==> config.mk <==
export PLATFORM = sky130hd
export DESIGN_NAME = piecewise_linear_dac_calibration_unit
export DESIGN_NICKNAME = d
export VERILOG_FILES = /design/src/rtl/pldc_pkg.sv /design/src/rtl/pldc_ram.sv /design/src/rtl/piecewise_linear_dac_calibration_unit.sv
export SDC_FILE = /design/constraint.sdc
export NUM_CORES = 1
export LEC_CHECK = 0
export ABC_AREA = 0
export ABC_CLOCK_PERIOD_IN_PS = 6600
export BUFFER_PORTS_ARGS = -buffer_cell sky130_fd_sc_hd__buf_2
export CORE_MARGIN = 5
export CORE_UTILIZATION = 50
export CTS_BUF_LIST = sky130_fd_sc_hd__clkbuf_8
export CTS_CLUSTER_SIZE = 30
export DETAILED_ROUTE_END_ITERATION = 10
export HOLD_SLACK_MARGIN = 0.05
export PLACE_DENSITY_LB_ADDON = 0.05
export SLEW_MARGIN = 0
export SYNTH_ARGS = -nofsm -noshare
export SYNTH_HDL_FRONTEND = slang
export SYNTH_SLANG_ARGS = --single-unit
export TNS_END_PERCENT = 1
==> constraint.sdc <==
create_clock -name clock -period 6.6 [get_ports clock]
set_clock_uncertainty 0.1 [all_clocks]
set_input_delay 0.33 -clock clock [delete_from_list [all_inputs] [get_ports clock]]
set_output_delay 0.33 -clock clock [all_outputs]
set_load 0.01 [all_outputs]
==> src/rtl/pldc_pkg.sv <==
`default_nettype none
package pldc_pkg;

   localparam int CodeWidth    = 12;
   localparam int VoltWidth    = 16;
   localparam int PointWidth   = VoltWidth + CodeWidth;
   localparam int FactoryPts   = 11;
   localparam int FactoryChans = 2;
   localparam logic [CodeWidth-1:0] CODE_MAX = 12'd4095;

   localparam logic OP_STORE   = 1'b0;
   localparam logic OP_CONVERT = 1'b1;

   typedef enum logic [1:0] {
      STATUS_INTERP  = 2'd0,
      STATUS_BELOW   = 2'd1,
      STATUS_ABOVE   = 2'd2,
      STATUS_NO_SEG  = 2'd3
   } status_type;

   typedef struct packed {
      logic signed [VoltWidth-1:0] voltage;
      logic [CodeWidth-1:0]        code;
   } point_type;

   localparam logic signed [VoltWidth-1:0] FACTORY_VOLTS [FactoryPts] = '{
      -16'sd20480, -16'sd16384, -16'sd12288, -16'sd8192, -16'sd4096, 16'sd0,
      16'sd4096, 16'sd8192, 16'sd12288, 16'sd16384, 16'sd20480
   };

   localparam logic [CodeWidth-1:0] FACTORY_CODES [FactoryChans][FactoryPts] = '{
      '{12'd55, 12'd460, 12'd862, 12'd1260, 12'd1666, 12'd2067,
        12'd2470, 12'd2873, 12'd3273, 12'd3677, 12'd4081},
      '{12'd71, 12'd473, 12'd876, 12'd1278, 12'd1678, 12'd2079,
        12'd2482, 12'd2881, 12'd3283, 12'd3686, 12'd4089}
   };

   // Factory default point of a channel, zero outside the factory table
   function automatic point_type factory_point(input logic [2:0] ch, input logic [4:0] pt);
      point_type p;
      p.voltage = '0;
      p.code    = '0;
      if (int'(ch) < FactoryChans && int'(pt) < FactoryPts) begin
         p.voltage = FACTORY_VOLTS[pt[3:0]];
         p.code    = FACTORY_CODES[ch[0]][pt[3:0]];
      end
      return p;
   endfunction

endpackage
`default_nettype wire

==> src/rtl/pldc_ram.sv <==
`default_nettype none
module pldc_ram #(
   parameter int WIDTH = 28,
   parameter int DEPTH = 22
) (
   input  wire                      clock,
   input  wire                      we,
   input  wire [$clog2(DEPTH)-1:0]  waddr,
   input  wire [WIDTH-1:0]          wdata,
   input  wire [$clog2(DEPTH)-1:0]  raddr,
   output logic [WIDTH-1:0]         rdata_ff
);

   logic [WIDTH-1:0] mem_ff [DEPTH];

   // Write one entry, read one entry registered
   always_ff @(posedge clock) begin
      if (we) begin
         mem_ff[waddr] <= wdata;
      end
      rdata_ff <= mem_ff[raddr];
   end

endmodule
`default_nettype wire

==> src/rtl/piecewise_linear_dac_calibration_unit.sv <==
`default_nettype none
// Channel  Direction  Handshake            Payload
// req      in         req_valid/req_ready  operation channel point_index point_voltage
//                                          point_code target_voltage
// rsp      out        rsp_valid/rsp_ready  dac_code status
//
// A store writes the table when it is accepted. A conversion reads the points in
// turn (a read and a check state per point) through the single table read port,
// then runs a bit-serial multiply and a bit-serial divide and posts the result.
// After reset a fill pass over all CHANNELS*POINTS_PER_CHANNEL entries loads the
// factory points; req_ready stays low meanwhile.
// One item is in work at a time; a result waits in the output register and
// a finished conversion holds until that register is free.
module piecewise_linear_dac_calibration_unit
   import pldc_pkg::*;
#(
   parameter int POINTS_PER_CHANNEL = 11,
   parameter int CHANNELS           = 2
) (
   input  wire                  clock,
   input  wire                  reset,
   input  wire                  req_valid,
   output logic                 req_ready,
   input  wire                  req_operation,
   input  wire                  req_channel,
   input  wire  [3:0]           req_point_index,
   input  wire  signed [15:0]   req_point_voltage,
   input  wire  [11:0]          req_point_code,
   input  wire  signed [15:0]   req_target_voltage,
   output logic                 rsp_valid,
   input  wire                  rsp_ready,
   output logic [11:0]          rsp_dac_code,
   output logic [1:0]           rsp_status
);

   localparam int Depth = CHANNELS * POINTS_PER_CHANNEL;
   localparam int AW    = $clog2(Depth);
   localparam int PW    = $clog2(POINTS_PER_CHANNEL);

   typedef enum logic [2:0] {
      ST_FILL, ST_IDLE, ST_READ, ST_CHECK, ST_MUL, ST_DIV, ST_DONE
   } state_type;

   state_type state_ff;
   logic [AW-1:0]  fill_addr_ff;
   logic [PW-1:0]  fill_pt_ff;
   logic [2:0]     fill_ch_ff;
   logic           ch_ff;
   logic [PW-1:0]  idx_ff;
   logic signed [15:0] v_ff, first_v_ff, prev_v_ff;
   logic [11:0]    prev_y_ff;
   logic [15:0]    den_ff, a_ff, b_ff;
   logic [11:0]    y1_ff, y2_ff;
   logic [27:0]    acc_ff;
   logic [15:0]    rem_ff;
   logic [11:0]    q_ff;
   logic [3:0]     cnt_ff;
   logic [11:0]    code_ff;
   status_type     status_ff;
   logic           rsp_valid_ff;
   logic [11:0]    rsp_code_ff;
   status_type     rsp_status_ff;

   logic           ram_we;
   logic [AW-1:0]  ram_waddr, ram_raddr;
   point_type      ram_wdata, rd_point, fill_point;
   logic [PointWidth-1:0] rdata;

   logic           accept, store_ok, ch_valid;
   logic [AW-1:0]  base;
   logic signed [15:0] cur_v;
   logic [16:0]    diff_a, diff_b, den_full, trial;
   logic [27:0]    acc_in;

   assign req_ready    = (state_ff == ST_IDLE);
   assign accept       = req_valid && req_ready;
   assign rsp_valid    = rsp_valid_ff;
   assign rsp_dac_code = rsp_code_ff;
   assign rsp_status   = rsp_status_ff;

   assign store_ok = (int'(req_channel) < CHANNELS) &&
                     (int'(req_point_index) < POINTS_PER_CHANNEL);
   assign ch_valid = int'(req_channel) < CHANNELS;
   assign base     = ch_ff ? AW'(POINTS_PER_CHANNEL) : '0;

   assign fill_point = factory_point(fill_ch_ff, 5'(fill_pt_ff));

   // Select table write: factory fill or a store item
   always_comb begin
      ram_we    = 1'b0;
      ram_waddr = fill_addr_ff;
      ram_wdata = fill_point;
      if (state_ff == ST_FILL) begin
         ram_we = 1'b1;
      end else if (accept && req_operation == OP_STORE && store_ok) begin
         ram_we            = 1'b1;
         ram_waddr         = (req_channel ? AW'(POINTS_PER_CHANNEL) : '0) +
                             AW'(req_point_index);
         ram_wdata.voltage = req_point_voltage;
         ram_wdata.code    = req_point_code;
      end
   end

   assign ram_raddr = base + AW'(idx_ff);

   pldc_ram #(.WIDTH(PointWidth), .DEPTH(Depth)) u_table (
      .clock    (clock),
      .we       (ram_we),
      .waddr    (ram_waddr),
      .wdata    (ram_wdata),
      .raddr    (ram_raddr),
      .rdata_ff (rdata)
   );

   assign rd_point = rdata;
   assign cur_v    = rd_point.voltage;
   assign diff_a   = {cur_v[15], cur_v} - {v_ff[15], v_ff};
   assign diff_b   = {v_ff[15], v_ff} - {prev_v_ff[15], prev_v_ff};
   assign den_full = {cur_v[15], cur_v} - {prev_v_ff[15], prev_v_ff};

   // Shift-add step over one code bit of each endpoint
   assign acc_in = {acc_ff[26:0], 1'b0} + (y1_ff[11] ? 28'(a_ff) : 28'd0) +
                   (y2_ff[11] ? 28'(b_ff) : 28'd0);
   // Restoring divide step
   assign trial  = {rem_ff, acc_ff[11]};

   // Hold state, datapath and result registers
   always_ff @(posedge clock) begin
      if (reset) begin
         state_ff     <= ST_FILL;
         fill_addr_ff <= '0;
         fill_pt_ff   <= '0;
         fill_ch_ff   <= '0;
         rsp_valid_ff <= 1'b0;
      end else begin
         if (rsp_valid_ff && rsp_ready) begin
            rsp_valid_ff <= 1'b0;
         end
         case (state_ff)
            ST_FILL: begin
               fill_addr_ff <= fill_addr_ff + 1'b1;
               if (int'(fill_pt_ff) == POINTS_PER_CHANNEL - 1) begin
                  fill_pt_ff <= '0;
                  fill_ch_ff <= fill_ch_ff + 1'b1;
               end else begin
                  fill_pt_ff <= fill_pt_ff + 1'b1;
               end
               if (int'(fill_addr_ff) == Depth - 1) begin
                  state_ff <= ST_IDLE;
               end
            end
            ST_IDLE: begin
               if (accept && req_operation == OP_CONVERT) begin
                  ch_ff  <= req_channel;
                  v_ff   <= req_target_voltage;
                  idx_ff <= '0;
                  if (ch_valid) begin
                     state_ff <= ST_READ;
                  end else begin
                     code_ff   <= '0;
                     status_ff <= STATUS_NO_SEG;
                     state_ff  <= ST_DONE;
                  end
               end
            end
            ST_READ: begin
               state_ff <= ST_CHECK;
            end
            ST_CHECK: begin
               prev_v_ff <= cur_v;
               prev_y_ff <= rd_point.code;
               idx_ff    <= idx_ff + 1'b1;
               if (idx_ff == '0) begin
                  first_v_ff <= cur_v;
                  state_ff   <= ST_READ;
               end else if (v_ff >= prev_v_ff && v_ff <= cur_v) begin
                  status_ff <= STATUS_INTERP;
                  if (den_full == '0) begin
                     code_ff  <= prev_y_ff;
                     state_ff <= ST_DONE;
                  end else begin
                     den_ff   <= den_full[15:0];
                     a_ff     <= diff_a[15:0];
                     b_ff     <= diff_b[15:0];
                     y1_ff    <= prev_y_ff;
                     y2_ff    <= rd_point.code;
                     acc_ff   <= '0;
                     cnt_ff   <= '0;
                     state_ff <= ST_MUL;
                  end
               end else if (int'(idx_ff) == POINTS_PER_CHANNEL - 1) begin
                  state_ff <= ST_DONE;
                  if (v_ff < first_v_ff) begin
                     code_ff   <= '0;
                     status_ff <= STATUS_BELOW;
                  end else if (v_ff > cur_v) begin
                     code_ff   <= CODE_MAX;
                     status_ff <= STATUS_ABOVE;
                  end else begin
                     code_ff   <= '0;
                     status_ff <= STATUS_NO_SEG;
                  end
               end else begin
                  state_ff <= ST_READ;
               end
            end
            ST_MUL: begin
               acc_ff <= acc_in;
               y1_ff  <= {y1_ff[10:0], 1'b0};
               y2_ff  <= {y2_ff[10:0], 1'b0};
               if (cnt_ff == 4'd11) begin
                  cnt_ff   <= '0;
                  state_ff <= ST_DIV;
                  rem_ff   <= acc_in[27:12];
               end else begin
                  cnt_ff <= cnt_ff + 1'b1;
               end
            end
            ST_DIV: begin
               acc_ff <= {acc_ff[26:0], 1'b0};
               cnt_ff <= cnt_ff + 1'b1;
               if (trial >= {1'b0, den_ff}) begin
                  rem_ff <= 16'(trial - {1'b0, den_ff});
                  q_ff   <= {q_ff[10:0], 1'b1};
               end else begin
                  rem_ff <= trial[15:0];
                  q_ff   <= {q_ff[10:0], 1'b0};
               end
               if (cnt_ff == 4'd11) begin
                  code_ff  <= {q_ff[10:0], trial >= {1'b0, den_ff}};
                  state_ff <= ST_DONE;
               end
            end
            ST_DONE: begin
               if (!rsp_valid_ff) begin
                  rsp_valid_ff  <= 1'b1;
                  rsp_code_ff   <= code_ff;
                  rsp_status_ff <= status_ff;
                  state_ff      <= ST_IDLE;
               end
            end
            default: begin
               state_ff <= ST_IDLE;
            end
         endcase
      end
   end

   // Remainder stays below the divisor through the divide
   a_rem_below_den: assert property (@(posedge clock) disable iff (reset)
      (state_ff == ST_DIV) |-> (rem_ff < den_ff))
      else $error("divide remainder not below divisor");

   // Above-range results carry the full-scale code
   a_above_full_scale: assert property (@(posedge clock) disable iff (reset)
      (rsp_valid_ff && rsp_status_ff == STATUS_ABOVE) |-> (rsp_code_ff == CODE_MAX))
      else $error("above-range result without full-scale code");

   // A new result is posted only from the done state
   a_post_from_done: assert property (@(posedge clock) disable iff (reset)
      $rose(rsp_valid_ff) |-> $past(state_ff == ST_DONE))
      else $error("result posted outside done state");

   // No item is taken while the table fills
   a_no_accept_in_fill: assert property (@(posedge clock) disable iff (reset)
      (state_ff == ST_FILL) |-> !req_ready)
      else $error("item accepted during fill");

endmodule
`default_nettype wire
==> results of run 1 <==
==> critical path, cell delays in order (launching register included) <==
cell and delay [ns]:
dfxtp_1 0.42, nand2b_1 0.24, nor2_1 0.23, and4b_2 0.92, nor2_1 0.07, a21oi_1 0.92
nand3_1 0.60, nor2_4 0.98
==> how the worst max path moves through the flow <==
stage,from,to,slack (ns),cells past startpoint
final,state_ff[2],u_table.mem_ff[10][22],1.71,7
after global routing,state_ff[2],u_table.mem_ff[10][22],1.48,7
after CTS,state_ff[2],u_table.mem_ff[10][22],1.75,7
after detailed placement,state_ff[2],u_table.mem_ff[10][18],1.81,7
after global placement,state_ff[2],u_table.mem_ff[11][18],2.00,7
after floorplan,v_ff[0],a_ff[0],1.68,11
==> timing repair <==
action	in CTS	in global routing
setup endpoints to repair	0	0
hold buffers	25	0
hold endpoints to repair	97	0
resized for setup	0	0
setup buffers	0	0
==> cell usage in the layout (no fill, tap or decap), drive strengths merged, types with 14 or more instances in the layout <==
cell type | Yosys | routed
xnor2 | 58 | 58
a22o | 14 | 14
mux2 | 24 | 24
a21o | 27 | 27
and2 | 51 | 51
clkbuf | 69 | 152
and3 | 17 | 17
clkinv | 2 | 56
edfxtp | 839 | 839
o21a | 21 | 21
mux4 | 168 | 168
nor3 | 37 | 37
nand2 | 100 | 100
dlygate4sd3 | 0 | 25
nor2 | 157 | 157
dfxtp | 44 | 44
ha | 121 | 121
a211o | 20 | 20
nor2b | 17 | 17
o21ai | 84 | 84
inv | 114 | 162
xor2 | 33 | 33
nand3 | 19 | 19
a21oi | 116 | 116
nand2b | 18 | 18
buf | 28 | 106
mux2i | 59 | 59
fa | 22 | 22
==> power by group through the flow <==
stage | Combinational, mW | Sequential, mW | Clock (mW)
4_1_cts | 1.48 | 6.85 | 4.80
3_3_place_gp | 1.43 | 6.95 | 0
6_report | 1.46 | 6.85 | 4.67
5_1_grt | 1.58 | 6.87 | 5.07
2_1_floorplan | 0.851 | 6.92 | 0
3_5_place_dp | 1.46 | 6.96 | 0
==> final cells by class <==
| type | count | area [um^2] | share of cell area [%] |
|---|---|---|---|
| Multi-Input combinational cell | 1351 | 12570 | 28.48 |
| Inverter | 116 | 435.4 | 0.9866 |
| Clock inverter | 111 | 745.7 | 1.690 |
| Sequential cell | 883 | 26080 | 59.09 |
| Clock buffer | 152 | 2092 | 4.740 |
| Tap cell | 1040 | 1301 | 2.949 |
| Antenna cell | 1 | 2.502 | 0.005670 |
| Timing Repair Buffer | 131 | 910.9 | 2.064 |
==> per-layer routing <==
metal / wire [um] / up-vias / global-route usage (%)
li1: - / 9943 / -
met1: 38250 / 11076 / 28.38
met2: 45300 / 557 / 36.28
met3: 4319 / 157 / 3.678
met4: 2705 / 0 / 8.135
met5: 0 / - / 0
==> kinds of logic after synthesis <==
logic type | synth area share [%]
adder cells (fa/ha/maj) | 4.991
flip-flops | 66.59
AO/OA/AOI/OAI | 6.314
multiplexers | 11.86
AND/OR/NAND/NOR | 6.106
XOR/XNOR | 2.035
buffers and inverters | 2.099
==> synth_stat cells (all sizes together) (13+ instances only) <==
library cell / number / share of area, %
clkbuf: 69 / 0.66
xnor2: 58 / 1.3
ha: 121 / 3.9
fa: 22 / 1.1
edfxtp: 839 / 64
nor3: 37 / 0.47
nor2b: 17 / 0.27
and2: 51 / 0.81
a21o: 27 / 0.52
buf: 28 / 0.33
inv: 114 / 1.1
a211o: 20 / 0.45
nand3: 19 / 0.24
a22o: 14 / 0.31
nor2: 157 / 1.5
nand2b: 18 / 0.29
mux2: 24 / 0.69
dfxtp: 44 / 2.2
mux4: 168 / 9.7
a21oi: 116 / 1.5
and3: 17 / 0.27
o21ai: 84 / 1.1
nand4: 13 / 0.21
xor2: 33 / 0.74
mux2i: 59 / 1.5
o21a: 21 / 0.40
nand2: 100 / 0.96
==> out/metrics.csv, run 1 <==
metric,value,unit
outcome,"complete, no violations",
cts_buffers,148,
finalHoldViolCount,0,
vias,21733,
ys_async_sr_fraction,0,%
fin_area,44130,um^2
start_util,50.46,%
fin_nets,2828,
timing.final.crit_share,74.17,%
synth_warnings,0,
end_kind,flop,
power_leakage,15.74,nW
crit_required,6.88,ns
power_frac_comb,11.2,%
placed_area,41040,um^2
clk_latency,0.81,ns
clock_path_buffers,3,
grt_max_degree,85,
rsz0062_at_grt,no,
arrival,5.18,ns
first_global_vias,22753,
drive_gt1_share,19.83,%
total_power,12.98,mW
synth_cells,2447,
worstPathMaxFanout,40,
coreArea,77590,um^2
io_buffers,69,
hold_depth,2,
dpl.cell_count,3496,
utilization,56.88,%
period_minus_slack,4.895,ns
whs_endpoint,v_ff[9],
hold_slack,0.1659,ns
grt-ovfl-total,0,
seqPwrFrac,52.8,%
crit_type,reg -> reg,
via_per_inst,5.742,
peakVddDrop,0.0001763,V
power.density,294.1,nW/um^2
syn2layout_area_growth,12.71,%
tns,0,ns
timing.fmax,204.3,MHz
max_cap_viol_count,0,
cts.sinks,883,
initialDrtViolationCount,1683,
reg2reg_slack,1.71,ns
dpl.hpwl,57240,um
dieArea,84010,um^2
place_congestion,0.8651,
crit_path_start_kind,flop,
antenna_found_initial,2,
routed_wl,90570,um
r2r-start,state_ff[2],
fin_ws,1.705,ns
route.detailed.drc,0,
grt_pass1_wl,138400,um
dr.pass1.iters,7,
finalMaxSlewViolations,0,
h-tree-depth,4,
largest-register,u_table.mem_ff,
switching_share,25.77,%
setup_viol,0,
fillers,6222,
yosys_register_bits,883,
synth_ff_type,edfxtp_1,
clkTransAtPathRegs,0.06,ns
fp-row-count,102,
dp_worst_setup_slack,1.812,ns
p_switching,3.345,mW
syn_avg_cell_area,16.00,um^2
avgRoutedWirePerCell,23.93,um
cts-root-buf,clkbuf_8,
tritoncts,built,
die_w,289.8,um
tightestPinTransition,1.271,ns
synth_fp_nets,2644,
p_clk_share,36.0,%
boundaryPins,70,
r2r_cells,7,
syn_area,39160,um^2
largestRegisters,"u_table.mem_ff x616, u_table.rdata_ff x28, acc_ff x27",
fin_cells,3785,
r2r-end,u_table.mem_ff[10][22],
yosysUniqueCellTypes,76,
grt_usage,21.53,%
hp-class,in -> reg,
die_y,289.8,um
seq_area_frac_synth,66.59,%
ant_nets,0,
power.internal,9.634,mW
min_from,req_target_voltage[9],
synth_edf_count,839,
slew_headroom,15.26,%
largest_register_ff_count,616,
Power figures use the tool's default switching activity.
==> run 2, diff against run 1 <==
- ABC_AREA: 0 -> 1
- ABC_CLOCK_PERIOD_IN_PS: 6600 -> 4700
- clock period: 6.6 -> 4.7 ns (I/O delays scaled with it)
==> run 2 against run 1 <==
Against the previous run: count of clock-buffer cells in the layout is 1 higher; total power increased by 41%; global-route usage grew 3.6 points; area after synthesis is 1.7% higher; critical path depth grew 8; non-clock buffer count increased by 71; sequential share of layout area fell by 1.3 points; sequential power rose by 40%; critical path type unchanged; critical endpoint is now acc_ff[25].
==> out/metrics.csv, run 2 <==
metric,value,unit,change
outcome,"complete, no violations",,
dieArea,85410,um^2,+1.7%
grt-ovfl-total,0,,unchanged
largestRegisters,"u_table.mem_ff x616, u_table.rdata_ff x28, acc_ff x27",,
clk_latency,0.81,ns,about the same
total_power,18.34,mW,+41%
hp-class,in -> reg,,
ant_nets,0,,unchanged
syn_avg_cell_area,11.30,um^2,-29%
power_leakage,17.13,nW,+8.9%
largest_register_ff_count,616,,unchanged
clkTransAtPathRegs,0.06,ns,about the same
rsz0062_at_grt,no,,
start_util,50.42,%,about the same
cts-root-buf,clkbuf_8,,
yosys.cell_count.top_type,edfxtp_1,,
setup_viol,0,,unchanged
ys_async_sr_fraction,0,%,unchanged
slowest_delay,0.71,ns,-0.27 ns
synth_cells,3525,,+44%
peakVddDrop,0.0002329,V,+32%
crit_buf_inv,1,,+1
fin_nets,3911,,+38%
finalMaxSlewViolations,0,,unchanged
antenna_found_initial,3,,+1
avgRoutedWirePerCell,22.38,um,-6.5%
grt_usage,25.09,%,+3.6 points
synth_edf_count,839,,unchanged
place_congestion,0.8878,,+2.6%
hold_slack,0.1122,ns,-0.05374 ns
largest-register,u_table.mem_ff,,
seq_area_frac_synth,65.46,%,-1.1 points
slew_headroom,13.30,%,-2.0 points
end_kind,flop,,
synth_top_area_share,63.25,%,-1.1 points
via_per_inst,5.640,,-1.8%
cts_buffers,148,,unchanged
max_cap_viol_count,0,,unchanged
syn2layout_area_growth,13.23,%,
cts.sinks,883,,unchanged
grt_pass1_wl,164000,um,+19%
crit_type,reg -> reg,,
die_y,292.2,um,+0.83%
cp_slowest_cell,edfxtp_1,,
synth_ff_type,edfxtp_1,,
ctsResizeCount,0,,unchanged
fin_area,45100,um^2,+2.2%
initialDrtViolationCount,2244,,+33%
tritoncts,built,,
synth_common_cells,"edfxtp_1 (839), nand2_1 (584), nor2_1 (413)",,
vias,27539,,+27%
grt_max_degree,131,,+54%
crit_required,5.13,ns,-1.75 ns
timing.fmax,265.8,MHz,+30%
mostFrequentLayoutCells,"edfxtp_1 (839), nand2_1 (584), o21ai_0 (386), nor2_1 (385), inv_1 (351)",,
timing.final.crit_share,80.05,%,+5.9 points
drive_gt1_share,10.78,%,-9.0 points
finalHoldViolCount,0,,unchanged
placed_area,41830,um^2,+1.9%
dpl.hpwl,68300,um,+19%
synth_fp_nets,3722,,+41%
yosysTopAreaCell,edfxtp_1,,
yosys_register_bits,883,,unchanged
yosys-top-cells-area,"edfxtp_1 (63%), nand2_1 (5.5%), o21ai_0 (4.9%)",,
routed_wl,109300,um,+21%
arrival,4.20,ns,-0.98 ns
first_global_vias,27261,,+20%
clock_path_buffers,3,,unchanged
crit_path_start_kind,flop,,
fp-row-count,103,,+0.98%
boundaryPins,70,,unchanged
tightestPinTransition,1.296,ns,+0.02458 ns
die_w,292.2,um,+0.83%
h-tree-depth,4,,unchanged
period_minus_slack,3.762,ns,-1.133 ns
power.density,406.7,nW/um^2,+38%
worstPathMaxFanout,16,,-60%
dr.pass1.iters,6,,-1
layout.cells.most_common,edfxtp_1,,
cp_cell_sequence,nand2_1 -> inv_1 -> fa_1 -> ha_1 -> fa_1 -> nand3_1 -> nand3_1 -> nand2_1 -> a21oi_2 -> nand3_1 -> nand2_1 -> a31oi_1 -> nor2_1 -> xnor2_1 -> o21ai_1,,
yosysUniqueCellTypes,59,,-22%
syn_area,39830,um^2,+1.7%
coreArea,79000,um^2,+1.8%
synth_warnings,0,,unchanged
tns,0,ns,unchanged
route.detailed.drc,0,,unchanged
io_buffers,69,,unchanged
crit_family,adder cells,,
-- run 2: per-layer routing --
layer  vias to the layer above  GRT usage (%)  wire (um)
li1                      12930              -          -
met1                     13494          33.12      45920
met2                       899          42.57      53490
met3                       216          3.935       6201
met4                         0          9.039       3674
met5                         -              0          0
-- run 2: through the flow --
stage | setup WS [ns] | utilization [%] | cells
after floorplan | 0.04300 | - | 3525
after global placement | 1.000 | 52.95 | 4560
after detailed placement | 0.9405 | 52.95 | 4560
after CTS | 0.9238 | 57.07 | 4881
after global routing | 0.6921 | 57.09 | 4883
final | 0.9377 | 57.09 | 4883
-- run 2: final cells by class --
cell class | count | area (um^2)
clock inverter | 115 | 619.3
tap | 1050 | 1314
sequential | 883 | 26080
clock buffer | 153 | 2106
multi-input combinational | 2177 | 12220
fill | 6722 | 33900
inverter | 302 | 1146
timing repair buffer | 202 | 1617
antenna | 1 | 2.502
-- run 2: path summary, 6_finish.rpt --
path	startpoint	end	slack (ns)	depth (start not counted)
worst max-delay path	y1_ff[11]	acc_ff[25]	0.94	15
worst min-delay path	req_point_voltage[3]	u_table.mem_ff[21][15]	0.11	3
worst max register to register	y1_ff[11]	acc_ff[25]	0.94	15
worst min register to register	code_ff[1]	rsp_dac_code[1]	0.32	0
-- run 2: worst reg2reg max path, delay by kind of cell, from the launching register on --
| kind | cells | cell delay [ns] |
|---|---|---|
| AOI/OAI and AO/OA | 3 | 0.58 |
| xor gates and xnor gates | 1 | 0.20 |
| adders and majority gates | 3 | 1.08 |
| buffers and inverters | 1 | 0.10 |
| DFF | 1 | 0.71 |
| and+or+nand+nor | 7 | 0.72 |
-- run 2: logic make-up after synthesis --
group	count (synthesis)	synth area share, %
AOI/OAI and AO/OA	800	11.86
and+or+nand+nor	1177	11.99
adders and majority gates	143	4.907
xor gates and xnor gates	57	1.253
DFF	883	65.46
buffers and inverters	465	4.533
-- run 2: where the power goes --
part           switching, mW  leakage [nW]  total, mW  internal [mW]
clock network           3.15          1.63       6.29           3.14
registers              0.178          7.98       9.60           9.42
logic                   1.82          7.52       2.46          0.635
total                   5.15          17.1       18.3           13.2
-- run 2: what timing repair did --
action                                  CTS  global route
setup buffers                             0             0
hold buffers                             53             1
endpoints found under the setup margin    0             0
endpoints found under the hold margin   387            22
